===== src/hidrd_pkg.sv =====
`timescale 1ns / 1ps
// ----------------------------------------------------------------------------
// hidrd_pkg
// Shared types and constants of the HID report descriptor parser.
// ----------------------------------------------------------------------------
package hidrd_pkg;

  localparam int MaxRecords   = 16;
  localparam int MaxDepthBits = 8;
  localparam int RecIdxW      = $clog2(MaxRecords);
  localparam int RecCntW      = $clog2(MaxRecords + 1);
  localparam int CmdDepth     = 4;
  localparam int CmdIdxW      = $clog2(CmdDepth);

  // item type codes
  localparam logic [1:0] TypeMain     = 2'd0;
  localparam logic [1:0] TypeGlobal   = 2'd1;
  localparam logic [1:0] TypeLocal    = 2'd2;
  localparam logic [1:0] TypeReserved = 2'd3;

  // main tags
  localparam logic [3:0] TagInput   = 4'd8;
  localparam logic [3:0] TagOutput  = 4'd9;
  localparam logic [3:0] TagColl    = 4'd10;
  localparam logic [3:0] TagEndColl = 4'd12;
  // global tags
  localparam logic [3:0] TagUsagePage = 4'd0;
  localparam logic [3:0] TagLogMin    = 4'd1;
  localparam logic [3:0] TagLogMax    = 4'd2;
  localparam logic [3:0] TagRepSize   = 4'd7;
  localparam logic [3:0] TagRepId     = 4'd8;
  localparam logic [3:0] TagRepCount  = 4'd9;
  // local tags
  localparam logic [3:0] TagUsage    = 4'd0;
  localparam logic [3:0] TagUsageMin = 4'd1;
  localparam logic [3:0] TagUsageMax = 4'd2;

  // complete item handed from the byte front end to the executor
  typedef struct packed {
    logic        restart;
    logic [3:0]  tag;
    logic [1:0]  itype;
    logic [31:0] data;
  } item_t;

  typedef enum logic [1:0] {
    ST_EXEC,
    ST_MUL,
    ST_FLUSH
  } exec_state_t;

  function automatic logic [15:0] sat16(input logic [31:0] v);
    sat16 = (v[31:16] != 16'd0) ? 16'hFFFF : v[15:0];
  endfunction

endpackage


===== src/hidrd_cmdq.sv =====
`timescale 1ns / 1ps
// ----------------------------------------------------------------------------
// hidrd_cmdq
// Short queue of decoded items between the front end and the executor.
// ----------------------------------------------------------------------------
module hidrd_cmdq
  import hidrd_pkg::*;
(
  input  logic   clk,
  input  logic   rst_n,
  input  logic   wr_en,
  input  item_t  wr_item,
  output logic   full,
  input  logic   rd_en,
  output logic   rd_valid,
  output item_t  rd_item
);

  item_t             mem_r [CmdDepth];
  logic [CmdIdxW-1:0] wp_r, rp_r;
  logic [CmdIdxW:0]   cnt_r;

  assign full     = (cnt_r == (CmdIdxW+1)'(CmdDepth));
  assign rd_valid = (cnt_r != '0);
  assign rd_item  = mem_r[rp_r];

  always_ff @(posedge clk) begin
    if (wr_en) mem_r[wp_r] <= wr_item;
  end

  always_ff @(posedge clk) begin
    if (!rst_n) begin
      wp_r  <= '0;
      rp_r  <= '0;
      cnt_r <= '0;
    end else begin
      if (wr_en) wp_r <= wp_r + 1'b1;
      if (rd_en) rp_r <= rp_r + 1'b1;
      cnt_r <= cnt_r + (CmdIdxW+1)'(wr_en) - (CmdIdxW+1)'(rd_en);
    end
  end

  a_nooverflow: assert property (@(posedge clk) disable iff (!rst_n) full |-> !wr_en)
    else $error("item queue overflow");
  a_nounderflow: assert property (@(posedge clk) disable iff (!rst_n) !rd_valid |-> !rd_en)
    else $error("item queue underflow");
  a_cnt: assert property (@(posedge clk) disable iff (!rst_n)
    cnt_r <= (CmdIdxW+1)'(CmdDepth))
    else $error("item queue count out of range");

endmodule


===== config.mk =====
export PLATFORM = sky130hd
export DESIGN_NAME = hidrd_cmdq
export DESIGN_NICKNAME = d
export VERILOG_FILES = /design/src/hidrd_pkg.sv /design/src/hidrd_cmdq.sv
export SDC_FILE = /design/constraint.sdc
export NUM_CORES = 1
export LEC_CHECK = 0
export BUFFER_PORTS_ARGS = -buffer_cell sky130_fd_sc_hd__buf_2
export CELL_PAD_IN_SITES_DETAIL_PLACEMENT = 0
export CELL_PAD_IN_SITES_GLOBAL_PLACEMENT = 2
export CORE_UTILIZATION = 40
export CTS_BUF_LIST = sky130_fd_sc_hd__clkbuf_16
export CTS_CLUSTER_SIZE = 14
export DETAILED_ROUTE_END_ITERATION = 16
export GPL_TIMING_DRIVEN = 1
export PLACE_DENSITY = 0.72
export SLEW_MARGIN = 20
export SYNTH_ARGS = -nofsm -noshare
export SYNTH_HDL_FRONTEND = slang
export SYNTH_SLANG_ARGS = --single-unit
export TNS_END_PERCENT = 5

===== constraint.sdc =====
create_clock -name clk -period 2.2 [get_ports clk]
set_input_delay 0.44 -clock clk [delete_from_list [all_inputs] [get_ports clk]]
set_output_delay 0.44 -clock clk [all_outputs]
set_load 0.01 [all_outputs]

==> results by group <==
Timing
  – Fmax: 463 MHz
  – Minimum clock period after layout: 2.16 ns
  – Clock Skew: 0.00550 ns
  – Max_slew headroom: 77.1%
  – Final setup fails: 0
  – Tcrit/Tclk final: 98.1%
  – Final hold vios: 0
  – RSZ-0062 raised after global routing: true
  – Worst hold slack: 0.228 ns
  – Worst slew pin tran: 0.344 ns
  – Worst Slack Setup Final: 0.0420 ns
  – Final slew viol count: 0

Setup path
  – Cell family with most CP delay: multiplexers
  – Endpoint type of the worst setup path: primary output
  – Setup crit start kind: register
  – Critical Path RT: 1.76 ns
  – Worst reg2reg path depth: 7
  – Worst path bufs/invs: 2
  – CP max stage delay: 0.56 ns
  – CP Class: register to primary output
  – Slowest-stage cell, CP: mux4_2
  – R2r setup slk: 0.44 ns
  – Crit path cell chain: buf_12 > mux4_2 > buf_6
  – CP Data Arrival Time: 1.72 ns
  – Stages on the worst setup path: 3
  – Largest fanout on the critical path: 20

Logic synthesis
  – Seq cells post-synth: 165
  – Cells after Synth: 246
  – Yosys warns: 0
  – Seq/Total Area, Yosys: 80.2%
  – Syn_nets: 296
  – Netlist cell types: 20
  – Synth Cell Area: 0.00606 mm2
  – Syn_area_per_cell: 24.6 um2

Final layout
  – Area of the multi-input gates: 0.00112 mm2
  – Synth-to-layout area growth: 25.1%
  – Nets: 403
  – Antenna cells: 0
  – Register area: 0.00487 mm2
  – Fraction of layout cells with a size suffix above 1: 46.7%
  – Commonest non-fill, non-tap cell in the layout: edfxtp_1
  – Finished Layout Cells: 550
  – Commonest cells after routing, fill and taps aside: 156 x edfxtp_1, 61 x buf_2, 39 x mux4_2, 22 x buf_6, 17 x clkbuf_16
  – Finished Cell Area: 0.00758 mm2
  – Fillcell total: 1189

Place
  – RD Place Congestion: 0.673
  – PortBufs: 83
  – Inst Count DP: 518
  – Area post-placement: 0.00684 mm2
  – Pre-CTS setup slack: 0.226 ns
  – DP HPWL: 6450 um

Outcome
  – Status: complete, no violations

Clock tree
  – CTS H-tree depth: 4
  – Clk buf depth: 2
  – Clock root buffer: clkbuf_16
  – CTS buffer count: 17
  – Clk slew on worst S/H paths: 0.06 ns
  – Setup repair bufs after CTS: 0
  – CTS hold repair buffers: 0
  – Clock latency on the worst-skew pair: 0.42 ns
  – Sink Count: 165
  – TritonCTS clock tree: yes

Routing
  – # DRC: 0
  – ANT nets after route: 0
  – Vias/cell: 5.10
  – Post-detailed-route wirelength per cell: 18.9 um
  – DRT iter0 DRCs: 173
  – Drt pass-1 iters: 6
  – Post-Route WL: 10400 um
  – Number of vias in the routed layout: 2805

Run
  – Maxcap violations: 0

Die
  – Die W: 125 um
  – FP Rows: 44
  – Initial Util: 41.4%
  – Placeable Area: 0.0146 mm2
  – Die span in y: 125 um
  – I/O pin count: 84
  – Die ar.: 0.0157 mm2

Power
  – Power per Cell Area: 988 mW/mm2
  – Leak pwr: 2.62 nW
  – Worst IR Drop VDD: 0.000533 V

Global routing
  – GRT Total Usage: 14.5%
  – Vias in the first global route: 2948
  – Initial antenna violation count: 0
  – Global-route wire length before repair: 16100 um
  – Congestion Overflow GR: 0
  – Largest net degree at the start of global routing: 21

Hold path
  – WHS Path Cells: 1
  – HP Class: input port to register
-- path summary, 6_finish.rpt --
kind                                           start                endpoint
worst max-delay path                        register              rd_item[8]
worst min-delay path                     wr_item[35]  mem_r[0][35]$_DFFE_PP_
worst max register to register   cnt_r[0]$_SDFF_PN0_     cnt_r[2]$_SDFF_PN0_
worst min register to register  rp_r[1]$_SDFFE_PN0P_                register
-- stage by stage --
step | total power, mW | TNS (ns) | util, %
3_3_place_gp | 4.45 | 0 | 46.7
3_5_place_dp | 4.47 | 0 | 46.7
5_1_grt | 7.76 | -0.667 | 51.8
6_report | 7.50 | 0 | 51.8
4_1_cts | 7.51 | -0.0000715 | 50.9
2_1_floorplan | 4.15 | 0 | -
-- synthesized netlist by cell type --
cell type  instances  area share, %
fa_1               1           0.33
clkbuf_1           2           0.12
dfxtp_1            9            3.0
and2_1             6           0.62
ha_1               6            1.2
buf_4              2           0.25
a21bo_2            1           0.17
buf_6              2           0.37
a21oi_1            1          0.082
nor2_1             5           0.31
mux2i_1            1           0.17
buf_2              2           0.17
and3_1             1           0.10
xor3_1             1           0.39
inv_1              7           0.43
xnor2_1            2           0.29
edfxtp_1         156             77
nand3b_1           1           0.12
or3_1              1           0.10
mux4_2            39             14
-- where the power goes --
| group | internal (mW) | switching (mW) | total, mW |
|---|---|---|---|
| combinational | 0.430 | 0.383 | 0.813 |
| clock | 1.88 | 1.15 | 3.03 |
| sequential | 3.61 | 0.0455 | 3.65 |
| total | 5.92 | 1.58 | 7.50 |
-- final cells by class --
| cell class | count | share of cell area (%) |
|---|---|---|
| sequential | 165 | 64.2 |
| clock inverter | 15 | 2.46 |
| timing repair buffer | 96 | 9.57 |
| clock buffer | 17 | 5.61 |
| tap | 184 | 3.04 |
| inverter | 7 | 0.346 |
| multi-input combinational | 66 | 14.8 |
-- routing by layer --
layer	vias to the layer above	global-route usage (%)	share of wire (%)
met4	0	6.46	1.4
li1	1240	-	-
met3	13	5.48	5.1
met2	72	22.4	49
met1	1480	18.3	44
met5	-	0	0
-- worst register-to-register path: stages (launching register included) --
cell and delay, ns:
dfxtp_1 0.32, inv_1 0.05, ha_1 0.26, inv_1 0.04, ha_1 0.18, fa_1 0.36, xor3_1 0.39, nor2_1 0.04
-- repair_timing --
| item | in CTS | in global routing |
|---|---|---|
| pin swaps | 0 | 0 |
| resized for setup | 1 | 21 |
| setup endpoints to repair | 1 | 33 |
-- kinds of logic (layout without fill, tap and decap cells) --
| family | Yosys count | in the layout | synth area share [%] |
|---|---|---|---|
| AOI/OAI and AO/OA | 2 | 2 | 0.248 |
| buffers and inverters | 15 | 135 | 1.34 |
| and+or+nand+nor | 14 | 14 | 1.26 |
| adders and majority gates | 7 | 7 | 1.57 |
| muxes | 40 | 40 | 14.7 |
| DFF | 165 | 165 | 80.2 |
| xor gates and xnor gates | 3 | 3 | 0.681 |
-- sequential cells by signal, summed over array words and instances (netlist names), named ones only --
name	flops
mem_r	156
cnt_r	3
rp_r	2
wp_r	2
Power figures use the tool's default switching activity.
