**src/hidrd_pkg.sv**
```systemverilog
`timescale 1ns / 1ps
// ----------------------------------------------------------------------------
// hidrd_pkg
// Shared types and constants of the HID report descriptor parser.
// ----------------------------------------------------------------------------
package hidrd_pkg;

  localparam int MaxRecords   = 16;
  localparam int MaxDepthBits = 8;
  localparam int RecIdxW      = $clog2(MaxRecords);
  localparam int RecCntW      = $clog2(MaxRecords + 1);
  localparam int CmdDepth     = 4;
  localparam int CmdIdxW      = $clog2(CmdDepth);

  // item type codes
  localparam logic [1:0] TypeMain     = 2'd0;
  localparam logic [1:0] TypeGlobal   = 2'd1;
  localparam logic [1:0] TypeLocal    = 2'd2;
  localparam logic [1:0] TypeReserved = 2'd3;

  // main tags
  localparam logic [3:0] TagInput   = 4'd8;
  localparam logic [3:0] TagOutput  = 4'd9;
  localparam logic [3:0] TagColl    = 4'd10;
  localparam logic [3:0] TagEndColl = 4'd12;
  // global tags
  localparam logic [3:0] TagUsagePage = 4'd0;
  localparam logic [3:0] TagLogMin    = 4'd1;
  localparam logic [3:0] TagLogMax    = 4'd2;
  localparam logic [3:0] TagRepSize   = 4'd7;
  localparam logic [3:0] TagRepId     = 4'd8;
  localparam logic [3:0] TagRepCount  = 4'd9;
  // local tags
  localparam logic [3:0] TagUsage    = 4'd0;
  localparam logic [3:0] TagUsageMin = 4'd1;
  localparam logic [3:0] TagUsageMax = 4'd2;

  // complete item handed from the byte front end to the executor
  typedef struct packed {
    logic        restart;
    logic [3:0]  tag;
    logic [1:0]  itype;
    logic [31:0] data;
  } item_t;

  typedef enum logic [1:0] {
    ST_EXEC,
    ST_MUL,
    ST_FLUSH
  } exec_state_t;

  function automatic logic [15:0] sat16(input logic [31:0] v);
    sat16 = (v[31:16] != 16'd0) ? 16'hFFFF : v[15:0];
  endfunction

endpackage

```
**src/hidrd_front.sv**
```systemverilog
`timescale 1ns / 1ps
// ----------------------------------------------------------------------------
// hidrd_front
// Splits the byte stream into items: prefix decode and little-endian data
// gathering. Emits one complete item per finished item.
// ----------------------------------------------------------------------------
module hidrd_front
  import hidrd_pkg::*;
(
  input  logic        clk,
  input  logic        rst_n,
  input  logic        in_valid,
  input  logic [7:0]  in_data_byte,
  input  logic        in_first_byte,
  output logic        item_valid,
  output item_t       item
);

  logic [7:0]  prefix_r,  prefix_nxt;
  logic [2:0]  left_r,    left_nxt;
  logic [31:0] accum_r,   accum_nxt;
  logic        restart_r, restart_nxt;
  logic [2:0]  len;
  logic [1:0]  pos;
  logic [2:0]  cur_left;

  always_comb begin
    prefix_nxt  = prefix_r;
    left_nxt    = left_r;
    accum_nxt   = accum_r;
    restart_nxt = restart_r;
    item_valid  = 1'b0;
    cur_left    = in_first_byte ? 3'd0 : left_r;
    len         = (prefix_r[1:0] == 2'd3) ? 3'd4 : {1'b0, prefix_r[1:0]};
    pos         = 2'(len - left_r);
    item.restart = in_first_byte | restart_r;
    item.tag     = prefix_r[7:4];
    item.itype   = prefix_r[3:2];
    item.data    = accum_r;
    if (in_valid) begin
      if (cur_left == 3'd0) begin
        prefix_nxt  = in_data_byte;
        accum_nxt   = 32'd0;
        left_nxt    = (in_data_byte[1:0] == 2'd3) ? 3'd4 : {1'b0, in_data_byte[1:0]};
        restart_nxt = in_first_byte;
        if (in_data_byte[1:0] == 2'd0) begin
          item_valid    = 1'b1;
          item.tag      = in_data_byte[7:4];
          item.itype    = in_data_byte[3:2];
          item.data     = 32'd0;
          item.restart  = in_first_byte;
          restart_nxt   = 1'b0;
        end
      end else begin
        accum_nxt = accum_r | ({24'd0, in_data_byte} << {pos, 3'b000});
        left_nxt  = left_r - 3'd1;
        if (left_r == 3'd1) begin
          item_valid  = 1'b1;
          item.data   = accum_nxt;
          restart_nxt = 1'b0;
        end
      end
    end
  end

  always_ff @(posedge clk) begin
    if (!rst_n) begin
      left_r    <= 3'd0;
      restart_r <= 1'b0;
      prefix_r  <= 8'd0;
      accum_r   <= 32'd0;
    end else begin
      left_r    <= left_nxt;
      restart_r <= restart_nxt;
      prefix_r  <= prefix_nxt;
      accum_r   <= accum_nxt;
    end
  end

  a_left_range: assert property (@(posedge clk) disable iff (!rst_n) left_r <= 3'd4)
    else $error("bytes left out of range");
  a_done: assert property (@(posedge clk) disable iff (!rst_n)
    in_valid && !in_first_byte && left_r == 3'd1 |-> item_valid)
    else $error("last data byte gave no item");
  a_nodone: assert property (@(posedge clk) disable iff (!rst_n)
    !in_valid |-> !item_valid)
    else $error("item without a byte");

endmodule

```
**config.mk**
```make
export PLATFORM = sky130hd
export DESIGN_NAME = hidrd_front
export DESIGN_NICKNAME = d
export VERILOG_FILES = /design/src/hidrd_pkg.sv /design/src/hidrd_front.sv
export SDC_FILE = /design/constraint.sdc
export NUM_CORES = 1
export LEC_CHECK = 0
export ABC_AREA = 1
export BUFFER_PORTS_ARGS = -buffer_cell sky130_fd_sc_hd__buf_4
export CORE_ASPECT_RATIO = 1.25
export CORE_MARGIN = 3
export CORE_UTILIZATION = 49
export DETAILED_ROUTE_END_ITERATION = 7
export PLACE_DENSITY_LB_ADDON = 0.25
export SYNTH_ARGS = -nofsm -noshare
export SYNTH_HDL_FRONTEND = slang
export SYNTH_SLANG_ARGS = --single-unit
```
**constraint.sdc**
```tcl
create_clock -name clk -period 1.44 [get_ports clk]
set_clock_uncertainty 0.1 [all_clocks]
set_input_delay 0.072 -clock clk [delete_from_list [all_inputs] [get_ports clk]]
set_output_delay 0.072 -clock clk [all_outputs]
set_load 0.05 [all_outputs]
```
==> results.yml, run 1 <==
logic_synthesis:
  synthSimpleGateAreaFrac: 0.2791
  ys_types: 21
  synth_xor_area_frac: 0.003772
  yosys.area_share.adder: 0.01616
  netlist_area_um2: 2322
  netlist_instances: 349
  synth_top_family_by_area: "simple AND/OR/NAND/NOR gates"
  yosysWarningCount: 0
  syn_avg_cell_area_um2: 6.654
  synth.mux.area_fraction: 0
  syn_nets: 364
  synth_compound_area_frac: 0.1832
  ys_seq_elements: 44
  ys_seq_area_frac: 0.3793
outcome:
  stop_stage: "clock tree synthesis"
  status: "aborted with a tool error"
  stop_error: "[ERROR DPL-0038] Utilization greater than 100%, impossible to legalize"
placement:
  pre_cts_ws_ns: -0.3434
  io_buffers: 51
  hpwl_mm: 5.607
  gp_congestion: 0.8560
floorplan:
  fp.dieW_um: 67.58
  fp.dieH_um: 82.97
  rows: 27
  io_pins: 52
  start_util: 0.5168
clocking:
  cts-root-buf: "clkbuf_8"
  cts.sink_count: 44
  cts_max_path_buffers: 2
  postCtsResizedCells: 157
  cts-buffers-inserted: 5
  post_cts_buffers: 24
  cts_hold_buf: 8
  htreeDepth: 2
-- kinds of logic after synthesis --
| family | Yosys count |
|---|---|
| AO/OA/AOI/OAI | 85 |
| XOR/XNOR | 1 |
| adder cells (fa/ha/maj) | 3 |
| buffers and inverters | 70 |
| flip-flops | 44 |
| AND/OR/NAND/NOR | 146 |
-- per-stage QoR --
step                instances  instance area, µm²  utilization  TNS [ns]
global placement          478                3709       0.8254    -10.05
floorplan                 349                3043            -    -4.642
detailed placement        478                3709       0.8254    -13.06
-- Yosys cell counts (all sizes together) --
| cell | number | area [µm²] |
|---|---|---|
| clkbuf | 1 | 3.750 |
| a21oi | 40 | 200.2 |
| xor2 | 1 | 8.760 |
| o21ai | 45 | 225.2 |
| buf | 17 | 122.6 |
| nand3 | 32 | 187.7 |
| dfxtp | 44 | 880.8 |
| nand2 | 92 | 360.3 |
| nor2 | 13 | 48.80 |
| ha | 3 | 37.54 |
| inv | 52 | 195.2 |
| nor3 | 8 | 45.04 |
| and3 | 1 | 6.260 |
==> inputs of run 2 (changes only) <==
--- a/config.mk
+++ b/config.mk
@@ -7,11 +7,10 @@
 export LEC_CHECK = 0
 export ABC_AREA = 1
 export BUFFER_PORTS_ARGS = -buffer_cell sky130_fd_sc_hd__buf_4
-export CORE_ASPECT_RATIO = 1.25
 export CORE_MARGIN = 3
-export CORE_UTILIZATION = 49
+export CORE_UTILIZATION = 40
 export DETAILED_ROUTE_END_ITERATION = 7
-export PLACE_DENSITY_LB_ADDON = 0.25
+export PLACE_DENSITY_LB_ADDON = 0.15
 export SYNTH_ARGS = -nofsm -noshare
 export SYNTH_HDL_FRONTEND = slang
 export SYNTH_SLANG_ARGS = --single-unit
==> constraint.sdc (replaced) <==
create_clock -name clk -period 1.87 [get_ports clk]
set_clock_uncertainty 0.1 [all_clocks]
set_input_delay 0.0935 -clock clk [delete_from_list [all_inputs] [get_ports clk]]
set_output_delay 0.0935 -clock clk [all_outputs]
set_load 0.05 [all_outputs]
==> results.yml, run 2 <==
outcome:
  status: "finished with violations"
  violations: "negative setup slack"
drt:
  wl_per_cell_um: 15.62
  drt_iter0_markers: 107
  post-route-drc-count: 0
  drt-total-wl_mm: 8.042
  viasPerCell: 5.235
  vias: 2696
  antenna_left: 0
  firstDrtPassIters: 4
grt:
  grt_pass1_wl_mm: 12.42
  grt_pass1_vias: 2577
  antenna_found_initial: 0
  grtUsageTotal: 0.2432
  grt_max_degree: 19
  gr-total-overflow: 0
pwr:
  ir_drop_v: 0.0003956
  p_leak_nw: 1.664
  fin_total_pwr_mw: 2.833
  p_per_area_nw_per_um2: 665.9
logic_synthesis:
  synthArstFlopShare: 0
  netlist_instances: 349
  synth_top_cells_by_count: "nand2_1, inv_1, dfxtp_1"
  syn_nets: 364
  synth-main-ff-cell: "dfxtp_1"
  syn_avg_cell_area_um2: 6.654
  ys_types: 21
  yosysTopAreaCellShare: 0.3793
  yosysTopAreaCell: "dfxtp_1"
  synth_enable_flop_cells: 0
  ys_seq_elements: 44
  yosysWarningCount: 0
  netlist_area_um2: 2322
  ys_top_cells_by_area: "dfxtp_1, nand2_1, a21oi_1"
  synth_most_common_cell: "nand2_1"
  ys_seq_area_frac: 0.3793
clocking:
  cts_tree: "done"
  clock_latency_ns: 0.30
  cts.clk_slew.worst_paths_ns: 0.08
  cts-buffers-inserted: 5
  cts.sink_count: 44
  htreeDepth: 2
  cts_max_path_buffers: 2
  cts-root-buf: "clkbuf_8"
sta:
  worstMarginPinSlew_ns: 0.6695
  min_period_ns: 2.031
  rsz0062_at_grt: "true"
  setup-violations-final: 38
  setup_tns_ns: -4.269
  period_share: 1.086
  hold_viol_final: 0
  slew_violations: 0
  max_freq_mhz: 492.4
  setup_ws_ns: -0.1610
  maxSlewHeadroom: 0.5530
floorplan:
  dieArea_um2: 6756
  io_pins: 52
  start_util: 0.4166
  fp.dieW_um: 82.20
  coreArea_um2: 5574
  fp.dieH_um: 82.20
  rows: 27
finish:
  largest_register_ffs: 32
  nets: 458
  fillCellCount: 366
  mostFrequentLayoutCell: "nand2_1"
  drive_above_1_share: 0.4921
  largest_register: "accum_r"
  most-common-layout-cells: "nand2_1, inv_1, buf_4, dfxtp_1, a21oi_1"
  syn_to_final_growth_pct: 83.19
  multi_input_area_um2: 1891
  regArea_um2: 888.4
  layout.cells.non_filler: 515
  diodes: 0
  top_regs: "accum_r x32, prefix_r x8, left_r x3"
hold_path:
  min_path_cells: 3
  hp-class: "in2reg"
placement:
  hpwl_mm: 4.611
  place_inst: 475
  gp_congestion: 0.8407
  io_buffers: 51
setup_path:
  worstSetupPathType: "reg2out"
  crit_path_max_fanout: 7
  cpMostUsedCell: "buf_6"
  cp.required_ns: 1.68
  critPathArrivalTime_ns: 1.84
  slowest_delay_ns: 0.34
  critPathLaunchType: "flop"
  end_kind: "output pin"
  crit_chain: "buf_6, ha_4, inv_2, nand2_4, nand3_4, buf_8, nand3_2, o21ai_2, buf_6"
  ff2ff_path_depth: 9
  slowest_stage: "dfxtp_2"
job:
  cap_violations: 0
[run 2: cell counts after synthesis]
Identical to the previous run, type by type.
[run 2: worst paths after layout]
check	start	to	slack, ns
worst min-delay path	rst_n	restart_r$_SDFFE_PN0P_	0.003
worst min register to register	accum_r[29]$_SDFFE_PN0P_	accum_r[29]$_SDFFE_PN0P_	0.35
worst max-delay path	left_r[0]$_SDFFE_PN0P_	item[8]	-0.16
worst max register to register	left_r[0]$_SDFFE_PN0P_	accum_r[2]$_SDFFE_PN0P_	0.14
[run 2: cells by family after synthesis]
logic type | synth area share
AND/OR/NAND/NOR | 0.2791
flip-flops | 0.3793
AO/OA/AOI/OAI | 0.1832
buffers and inverters | 0.1385
XOR/XNOR | 0.003772
adder cells (fa/ha/maj) | 0.01617
[run 2: where the power goes]
group,leakage (nW),switching (mW),total [mW],internal (mW)
logic,1.26,0.752,1.23,0.478
clock network,0.0410,0.327,0.582,0.255
registers,0.360,0.0320,1.02,0.988
total,1.66,1.11,2.83,1.72
[run 2: final cells by class]
type / count / share of cell area
clock inverters: 1 / 0.001176
multi-input cells: 237 / 0.4444
clock buffers: 6 / 0.01706
repair buffers: 103 / 0.2585
flip-flops and latches: 44 / 0.2088
inverters: 52 / 0.04882
well taps: 72 / 0.02118
[run 2: routing by layer]
layer  wire length [µm]  vias to the layer above  track usage
met4                163                        0      0.09468
met1               3207                     1286       0.2840
met5                  0                        -            0
li1                   -                     1312            -
met2               4290                       81       0.4311
met3                381                       17      0.05098
[run 2: repair_timing]
action / 4_1_cts / 5_1_grt
endpoints found under the setup margin: 39 / 40
setup buffers: 16 / 6
pin swaps: 42 / 17
gates cloned: 5 / 1
hold endpoints to repair: 6 / 0
resized for setup: 154 / 30
hold buffers: 7 / 0
[run 2: worst max-delay path, delay by kind of cell (launching register included)]
family / cells / cell delay, ns
compound gates: 1 / 0.16
fa+ha+maj: 1 / 0.16
flops: 1 / 0.34
simple gates: 3 / 0.34
buf+inv: 4 / 0.53
[run 2: per-stage QoR]
step	util	hold WS, ns	cell area, µm²	setup WS (ns)
6_report	0.7632	0.003275	4254	-0.1610
5_1_grt	0.7632	0.02380	4254	-0.2476
4_1_cts	0.7309	0.002173	4074	-0.1289
3_5_place_dp	0.5540	0.2781	3088	-0.08431
3_3_place_gp	0.5540	0.2747	3088	-0.07498
2_1_floorplan	-	0.1334	2559	-0.3507
No activity file was read; power rests on OpenSTA's default activity.
