==> config.mk <==
export PLATFORM = sky130hd
export DESIGN_NAME = hidrd_exec
export DESIGN_NICKNAME = d
export VERILOG_FILES = /design/src/hidrd_pkg.sv /design/src/hidrd_exec.sv
export SDC_FILE = /design/constraint.sdc
export NUM_CORES = 2
export LEC_CHECK = 0
export CORE_ASPECT_RATIO = 1.2
export CORE_MARGIN = 2
export CORE_UTILIZATION = 40
export DETAILED_ROUTE_END_ITERATION = 8
export DONT_BUFFER_PORTS = 1
export GPL_ROUTABILITY_DRIVEN = 0
export MAX_ROUTING_LAYER = met4
export PLACE_DENSITY_LB_ADDON = 0.25
export RECOVER_POWER = 25
export SYNTH_ARGS = -nofsm -noshare
export SYNTH_HDL_FRONTEND = slang
export SYNTH_SLANG_ARGS = --single-unit
==> constraint.sdc <==
create_clock -name clk -period 17.16 [get_ports clk]
set_input_delay 0.858 -clock clk [delete_from_list [all_inputs] [get_ports clk]]
set_output_delay 0.858 -clock clk [all_outputs]
set_load 0.01 [all_outputs]
==> src/hidrd_pkg.sv <==
`timescale 1ns / 1ps
// ----------------------------------------------------------------------------
// hidrd_pkg
// Shared types and constants of the HID report descriptor parser.
// ----------------------------------------------------------------------------
package hidrd_pkg;

  localparam int MaxRecords   = 16;
  localparam int MaxDepthBits = 8;
  localparam int RecIdxW      = $clog2(MaxRecords);
  localparam int RecCntW      = $clog2(MaxRecords + 1);
  localparam int CmdDepth     = 4;
  localparam int CmdIdxW      = $clog2(CmdDepth);

  // item type codes
  localparam logic [1:0] TypeMain     = 2'd0;
  localparam logic [1:0] TypeGlobal   = 2'd1;
  localparam logic [1:0] TypeLocal    = 2'd2;
  localparam logic [1:0] TypeReserved = 2'd3;

  // main tags
  localparam logic [3:0] TagInput   = 4'd8;
  localparam logic [3:0] TagOutput  = 4'd9;
  localparam logic [3:0] TagColl    = 4'd10;
  localparam logic [3:0] TagEndColl = 4'd12;
  // global tags
  localparam logic [3:0] TagUsagePage = 4'd0;
  localparam logic [3:0] TagLogMin    = 4'd1;
  localparam logic [3:0] TagLogMax    = 4'd2;
  localparam logic [3:0] TagRepSize   = 4'd7;
  localparam logic [3:0] TagRepId     = 4'd8;
  localparam logic [3:0] TagRepCount  = 4'd9;
  // local tags
  localparam logic [3:0] TagUsage    = 4'd0;
  localparam logic [3:0] TagUsageMin = 4'd1;
  localparam logic [3:0] TagUsageMax = 4'd2;

  // complete item handed from the byte front end to the executor
  typedef struct packed {
    logic        restart;
    logic [3:0]  tag;
    logic [1:0]  itype;
    logic [31:0] data;
  } item_t;

  typedef enum logic [1:0] {
    ST_EXEC,
    ST_MUL,
    ST_FLUSH
  } exec_state_t;

  function automatic logic [15:0] sat16(input logic [31:0] v);
    sat16 = (v[31:16] != 16'd0) ? 16'hFFFF : v[15:0];
  endfunction

endpackage

==> src/hidrd_exec.sv <==
`timescale 1ns / 1ps
// ----------------------------------------------------------------------------
// hidrd_exec
// Executes items: global/local state, record buffer, bit total and
// flushes of buffered records on End Collection.
// ----------------------------------------------------------------------------
module hidrd_exec
  import hidrd_pkg::*;
(
  input  logic         clk,
  input  logic         rst_n,
  input  logic         cmd_valid,
  input  item_t        cmd,
  output logic         cmd_pop,
  output logic         out_empty,
  input  logic         out_pop,
  output logic [7:0]   out_report_id,
  output logic [31:0]  out_usage_page,
  output logic [31:0]  out_usage,
  output logic [31:0]  out_usage_min,
  output logic [31:0]  out_usage_max,
  output logic [31:0]  out_logical_min,
  output logic [31:0]  out_logical_max,
  output logic [15:0]  out_report_size,
  output logic [15:0]  out_report_count,
  output logic [2:0]   out_flags,
  output logic [31:0]  out_total_bits,
  output logic         out_last
);

  typedef struct packed {
    logic [31:0] page;
    logic [31:0] usage;
    logic [31:0] umin;
    logic [31:0] umax;
    logic [31:0] lmin;
    logic [31:0] lmax;
    logic [15:0] size;
    logic [15:0] count;
    logic [1:0]  flags;
  } rec_t;

  rec_t rec_mem [MaxRecords];

  exec_state_t state_r, state_nxt;
  logic [MaxDepthBits-1:0] depth_r, depth_nxt;
  logic [31:0] page_r, page_nxt, lmin_r, lmin_nxt, lmax_r, lmax_nxt;
  logic [31:0] umin_r, umin_nxt, umax_r, umax_nxt;
  logic [15:0] size_r, size_nxt, count_r, count_nxt;
  logic [31:0] fusage_r, fusage_nxt;
  logic        fvalid_r, fvalid_nxt;
  logic [7:0]  rid_r, rid_nxt;
  logic [31:0] total_r, total_nxt;
  logic [RecCntW-1:0] rcnt_r, rcnt_nxt;
  logic        ovf_r, ovf_nxt;
  logic [31:0] prod_r, prod_nxt;
  logic [RecIdxW-1:0] fidx_r, fidx_nxt;
  logic        rec_we;
  rec_t        rec_wdata;
  // restart of the head request already applied
  logic        rdone_r, rdone_nxt;
  logic        do_restart;
  // output register
  logic        ovalid_r, ovalid_nxt;
  logic        rd_en;
  rec_t        rd_r;
  logic        olast_r, olast_nxt, oovf_r, oovf_nxt;
  logic [32:0] sum;

  assign sum = {1'b0, total_r} + {1'b0, prod_r};

  always_comb begin
    state_nxt = state_r;
    depth_nxt = depth_r; page_nxt = page_r; lmin_nxt = lmin_r; lmax_nxt = lmax_r;
    umin_nxt = umin_r; umax_nxt = umax_r; size_nxt = size_r; count_nxt = count_r;
    fusage_nxt = fusage_r; fvalid_nxt = fvalid_r; rid_nxt = rid_r;
    total_nxt = total_r; rcnt_nxt = rcnt_r; ovf_nxt = ovf_r;
    prod_nxt = prod_r; fidx_nxt = fidx_r;
    ovalid_nxt = ovalid_r; olast_nxt = olast_r; oovf_nxt = oovf_r;
    rdone_nxt = rdone_r;
    do_restart = cmd_valid && cmd.restart && !rdone_r;
    cmd_pop = 1'b0; rec_we = 1'b0; rd_en = 1'b0;
    rec_wdata.page  = page_r;
    rec_wdata.usage = fvalid_r ? fusage_r : page_r;
    rec_wdata.umin  = umin_r;
    rec_wdata.umax  = umax_r;
    rec_wdata.lmin  = lmin_r;
    rec_wdata.lmax  = lmax_r;
    rec_wdata.size  = size_r;
    rec_wdata.count = count_r;
    rec_wdata.flags = cmd.data[1:0];
    if (ovalid_r && out_pop) ovalid_nxt = 1'b0;
    case (state_r)
      ST_EXEC: begin
        if (cmd_valid) begin
          if (do_restart) begin
            // restart clears all state, then the item runs next cycle
            depth_nxt = '0; page_nxt = '0; lmin_nxt = '0; lmax_nxt = '0;
            umin_nxt = '0; umax_nxt = '0; size_nxt = '0; count_nxt = '0;
            fusage_nxt = '0; fvalid_nxt = 1'b0; rid_nxt = '0; total_nxt = '0;
            rcnt_nxt = '0; ovf_nxt = 1'b0;
            rdone_nxt = 1'b1;
          end
          if (!do_restart && cmd.itype == TypeMain && cmd.tag == TagInput) begin
            prod_nxt  = 32'(size_r) * 32'(count_r);
            state_nxt = ST_MUL;
          end else if (!do_restart) begin
            cmd_pop = 1'b1;
            case (cmd.itype)
              TypeMain: begin
                if (cmd.tag == TagColl) begin
                  if (depth_r != {MaxDepthBits{1'b1}}) depth_nxt = depth_r + 1'b1;
                  rcnt_nxt = '0; ovf_nxt = 1'b0; fvalid_nxt = 1'b0; total_nxt = '0;
                end else if (cmd.tag == TagEndColl) begin
                  if (depth_r != '0) depth_nxt = depth_r - 1'b1;
                  if (total_r != 32'd0 && rcnt_r != '0) begin
                    cmd_pop   = 1'b0;
                    fidx_nxt  = '0;
                    state_nxt = ST_FLUSH;
                  end else begin
                    total_nxt = '0;
                  end
                end
              end
              TypeGlobal: begin
                case (cmd.tag)
                  TagUsagePage: page_nxt  = cmd.data;
                  TagLogMin:    lmin_nxt  = cmd.data;
                  TagLogMax:    lmax_nxt  = cmd.data;
                  TagRepSize:   size_nxt  = sat16(cmd.data);
                  TagRepId: begin
                    rid_nxt   = cmd.data[7:0];
                    total_nxt = '0;
                  end
                  TagRepCount:  count_nxt = sat16(cmd.data);
                  default: ;
                endcase
              end
              TypeLocal: begin
                case (cmd.tag)
                  TagUsage: begin
                    if (depth_r != '0 && !fvalid_r) begin
                      fvalid_nxt = 1'b1;
                      fusage_nxt = cmd.data;
                    end
                  end
                  TagUsageMin: umin_nxt = cmd.data;
                  TagUsageMax: umax_nxt = cmd.data;
                  default: ;
                endcase
              end
              default: ;
            endcase
          end
        end
      end
      ST_MUL: begin
        cmd_pop   = 1'b1;
        total_nxt = sum[32] ? 32'hFFFF_FFFF : sum[31:0];
        if (rcnt_r < RecCntW'(MaxRecords)) begin
          rec_we   = 1'b1;
          rcnt_nxt = rcnt_r + 1'b1;
        end else begin
          ovf_nxt = 1'b1;
        end
        fvalid_nxt = 1'b0;
        state_nxt  = ST_EXEC;
      end
      ST_FLUSH: begin
        // advance one record whenever the output register is free
        if (!ovalid_r || out_pop) begin
          rd_en      = 1'b1;
          ovalid_nxt = 1'b1;
          olast_nxt  = (RecCntW'(fidx_r) + 1'b1 == rcnt_r);
          oovf_nxt   = ovf_r && (RecCntW'(fidx_r) == RecCntW'(MaxRecords - 1));
          fidx_nxt   = fidx_r + 1'b1;
          if (olast_nxt) begin
            cmd_pop   = 1'b1;
            state_nxt = ST_EXEC;
          end
        end
      end
      default: state_nxt = ST_EXEC;
    endcase
    if (cmd_pop) rdone_nxt = 1'b0;
  end

  always_ff @(posedge clk) begin
    if (rec_we) rec_mem[rcnt_r[RecIdxW-1:0]] <= rec_wdata;
    if (rd_en) rd_r <= rec_mem[fidx_r];
  end

  // total is zeroed once the last record leaves; keep a copy for output
  logic [31:0] ototal_r, ototal_nxt;
  logic [7:0]  orid_r, orid_nxt;
  always_comb begin
    ototal_nxt = ototal_r;
    orid_nxt   = orid_r;
    if (rd_en) begin
      ototal_nxt = total_r;
      orid_nxt   = rid_r;
    end
  end

  always_ff @(posedge clk) begin
    if (!rst_n) begin
      state_r <= ST_EXEC;
      depth_r <= '0; page_r <= '0; lmin_r <= '0; lmax_r <= '0;
      umin_r <= '0; umax_r <= '0; size_r <= '0; count_r <= '0;
      fusage_r <= '0; fvalid_r <= 1'b0; rid_r <= '0; total_r <= '0;
      rcnt_r <= '0; ovf_r <= 1'b0; ovalid_r <= 1'b0;
      olast_r <= 1'b0; oovf_r <= 1'b0; fidx_r <= '0; prod_r <= '0;
      ototal_r <= '0; orid_r <= '0; rdone_r <= 1'b0;
    end else begin
      state_r <= state_nxt;
      depth_r <= depth_nxt; page_r <= page_nxt; lmin_r <= lmin_nxt; lmax_r <= lmax_nxt;
      umin_r <= umin_nxt; umax_r <= umax_nxt; size_r <= size_nxt; count_r <= count_nxt;
      fusage_r <= fusage_nxt; fvalid_r <= fvalid_nxt; rid_r <= rid_nxt;
      total_r <= (state_r == ST_FLUSH && state_nxt == ST_EXEC) ? 32'd0 : total_nxt;
      rcnt_r <= rcnt_nxt; ovf_r <= ovf_nxt; ovalid_r <= ovalid_nxt;
      olast_r <= olast_nxt; oovf_r <= oovf_nxt; fidx_r <= fidx_nxt; prod_r <= prod_nxt;
      ototal_r <= ototal_nxt; orid_r <= orid_nxt; rdone_r <= rdone_nxt;
    end
  end

  assign out_empty        = !ovalid_r;
  assign out_report_id    = orid_r;
  assign out_usage_page   = rd_r.page;
  assign out_usage        = rd_r.usage;
  assign out_usage_min    = rd_r.umin;
  assign out_usage_max    = rd_r.umax;
  assign out_logical_min  = rd_r.lmin;
  assign out_logical_max  = rd_r.lmax;
  assign out_report_size  = rd_r.size;
  assign out_report_count = rd_r.count;
  assign out_flags        = {oovf_r, rd_r.flags};
  assign out_total_bits   = ototal_r;
  assign out_last         = olast_r;

  a_rcnt: assert property (@(posedge clk) disable iff (!rst_n)
    rcnt_r <= RecCntW'(MaxRecords))
    else $error("record count out of range");
  a_flush_nonempty: assert property (@(posedge clk) disable iff (!rst_n)
    state_r == ST_FLUSH |-> rcnt_r != '0 && total_r != 32'd0)
    else $error("flush with no records");
  a_hold: assert property (@(posedge clk) disable iff (!rst_n)
    ovalid_r && !out_pop |=> ovalid_r && $stable(rd_r))
    else $error("result changed while waiting");
  a_mul_pop: assert property (@(posedge clk) disable iff (!rst_n)
    state_r == ST_MUL |-> cmd_pop)
    else $error("input item not retired");

endmodule

==> results.toml <==
[run_status]
outcome = "finished, violations left"
failed_checks = "max-capacitance violations, max-slew violations"

[detailed_routing]
first_pass_iters = 8
wl_per_cell_um = 32.34
drtAntennaViolNets = 0
vias_per_cell = 5.783
vias = 82660
drc = 0
drtIter0Drc = 8773
drt_wl_total_um = 462400

[sta]
rsz0062_at_grt = "false"
final.period_utilization = 0.4248
worstMarginPinSlew_ns = 1.832
holdWs_ns = 0.03817
final-setup-viol-count = 0
drv_slew = 272
max_freq_mhz = 137.2
finalClockSkew_ns = 0.09354
max_slew_margin = -0.2214
fin_crit_ns = 7.290
tns_ns = 0
finalHoldViolCount = 0

[logic_synthesis]
yosys_register_bits = 4203
synth_seq_area_share = 0.7376
avgSynthCellArea_um2 = 20.27
syn_inst = 8202
synthFlopType = "edfxtp_1"
synthArstFlopShare = 0
syn_nets = 8584
yosys_warnings = 0
synth_edf_count = 3842
syn_area_um2 = 166200
ys_types = 80

[floorplan]
core.rowCount = 259
io_pins = 313
fp.coreArea_um2 = 414200
design.die.area_um2 = 420700
start_util = 0.4014
dieWidth_um = 592.5
die_h_um = 710.2

[clock_tree]
cts_buffer_depth = 4
postCtsSetupBuffers = 0
clock_latency_ns = 1.01
clock-sinks = 4203
holdBufCountCts = 49
htreeDepth = 5
root_buffer = "clkbuf_16"
cts_tree = "done"
cts_resized = 0
clkTransAtPathRegs_ns = 0.07
cts_inserted_buffers = 409

[flow_run]
cap_violations = 8

[power]
ir_worst_vdd_v = 0.00009150
power_density_nw_per_um2 = 108.2
p_total_mw = 20.26
leakage_nw = 62.99

[placed_design]
port-buffer-count = 0
place_hpwl_um = 240200

[critical_path]
endpoint_kind = "register"
worstPathArrival_ns = 8.23
start_kind = "register"
critPathMaxFanout = 33
crit_type = "reg2reg"
required_ns = 18.10

[layout]
final_cell_mix = "edfxtp_1, mux4_2, nand2_1"
nets = 8769
layout.cells.most_common = "edfxtp_1"
syn_to_final_growth_pct = 12.71
drive_above_1_share = 0.2260

[global_route]
grt_pass1_vias = 84970
grt_max_degree = 134
antenna_found_initial = 45
grt_usage = 0.2245
grt_pass1_wl_um = 647100
overflow = 0

[hold_path]
holdCritPathClass = "in2reg"
-- routing by layer --
| layer | routed length, µm | vias up | global-route usage |
|---|---|---|---|
| li1 | - | 33560 | - |
| met1 | 189400 | 45210 | 0.2978 |
| met2 | 227900 | 3299 | 0.3624 |
| met3 | 34820 | 597 | 0.03875 |
| met4 | 10270 | 0 | 0.05332 |
| met5 | 0 | - | - |
-- kinds of logic (layout without fill, tap and decap cells) --
logic type / count (synthesis) / count (layout) / synth area share
DFF: 4203 / 4203 / 0.7376
muxes: 1169 / 1169 / 0.1525
and+or+nand+nor: 1065 / 1065 / 0.02882
buffers and inverters: 697 / 1239 / 0.01719
AOI/OAI and AO/OA: 671 / 671 / 0.02651
adders and majority gates: 339 / 339 / 0.03432
xor gates and xnor gates: 58 / 58 / 0.003056
other: 0 / 70 / 0
-- final timing paths --
kind | slack, ns | to | from | depth (start not counted)
max | 9.87 | prod_r[31] | size_r[9] | 21
min | 0.04 | fusage_r[6] | cmd[6] | 2
max reg2reg | 9.87 | prod_r[31] | size_r[9] | 21
min reg2reg | 0.45 | fusage_r[12] | fusage_r[12] | 2
-- flip-flops by register name, summed over array words and instances, names as in the netlist, 16 cells and up --
signal and count:
rec_mem 3616, fusage_r 32, lmax_r 32, lmin_r 32, out_logical_max 32, out_logical_min 32, out_total_bits 32, out_usage 32
out_usage_max 32, out_usage_min 32, out_usage_page 32, page_r 32, prod_r 32, total_r 32, umax_r 32, umin_r 32
count_r 16, out_report_count 16, out_report_size 16, size_r 16
-- power by group --
part | switching, mW | internal, mW | total [mW] | leakage (nW)
Clock | 3.93 | 5.20 | 9.14 | 6.68
Combinational | 0.0910 | 0.0177 | 0.109 | 14.6
Sequential | 0.00718 | 11.0 | 11.0 | 41.7
Total | 4.03 | 16.2 | 20.3 | 63.0
-- through the flow --
stage               area (µm²)  utilization  setup slack, ns  std cells
floorplan               166200            -            5.872       8202
global placement        173000       0.4178            10.43      13410
detailed placement      173000       0.4178            10.38      13410
CTS                     187200       0.4520            10.35      14220
global route            187300       0.4522            9.617      14270
finish                  187300       0.4524            9.870      14300
-- critical path, stage by stage (launching register included) --
cell      delay [ns]
dfxtp_1         0.30
clkbuf_1        1.30
nand2_1         0.22
fa_1            0.56
fa_1            0.59
fa_1            0.45
fa_1            0.55
inv_1           0.05
fa_1            0.48
inv_1           0.05
fa_1            0.49
inv_1           0.05
ha_1            0.36
nand4_1         0.13
nor4_1          0.32
a31oi_1         0.12
a21boi_1        0.36
o21ai_2         0.14
a31oi_2         0.25
a221oi_2        0.10
xnor2_1         0.14
a211oi_2        0.22
-- cell usage after synthesis, types with 17 or more instances --
master / number / area, µm²
buf_2: 140 / 700.7
nor2b_1: 51 / 319.1
nor3_1: 22 / 110.1
a21o_1: 25 / 187.7
dfxtp_1: 361 / 7227
a211oi_1: 108 / 810.8
edfxtp_1: 3842 / 115400
mux4_2: 1088 / 24500
clkbuf_1: 244 / 915.9
and2_1: 120 / 750.7
buf_1: 48 / 180.2
a21oi_1: 290 / 1451
mux2i_1: 49 / 490.5
inv_1: 245 / 919.6
nand3_1: 38 / 190.2
ha_1: 144 / 1802
xor2_1: 31 / 271.5
mux2_2: 32 / 360.4
nand2_1: 503 / 1888
a32oi_1: 101 / 884.6
fa_1: 195 / 3904
nor4_1: 17 / 106.4
o21ai_0: 50 / 250.2
nor2_1: 243 / 912.1
xnor2_1: 27 / 236.5
-- layout make-up --
cell class,instances,area (µm²)
clock inverter,208,2237
timing repair buffer,225,2105
multi-input combinational,3302,41010
antenna,70,175.2
clock buffer,560,11410
sequential,4203,122600
tap,5481,6858
fill,34790,226800
inverter,246,938.4
Note: power is estimated with default switching activity, not from simulation.
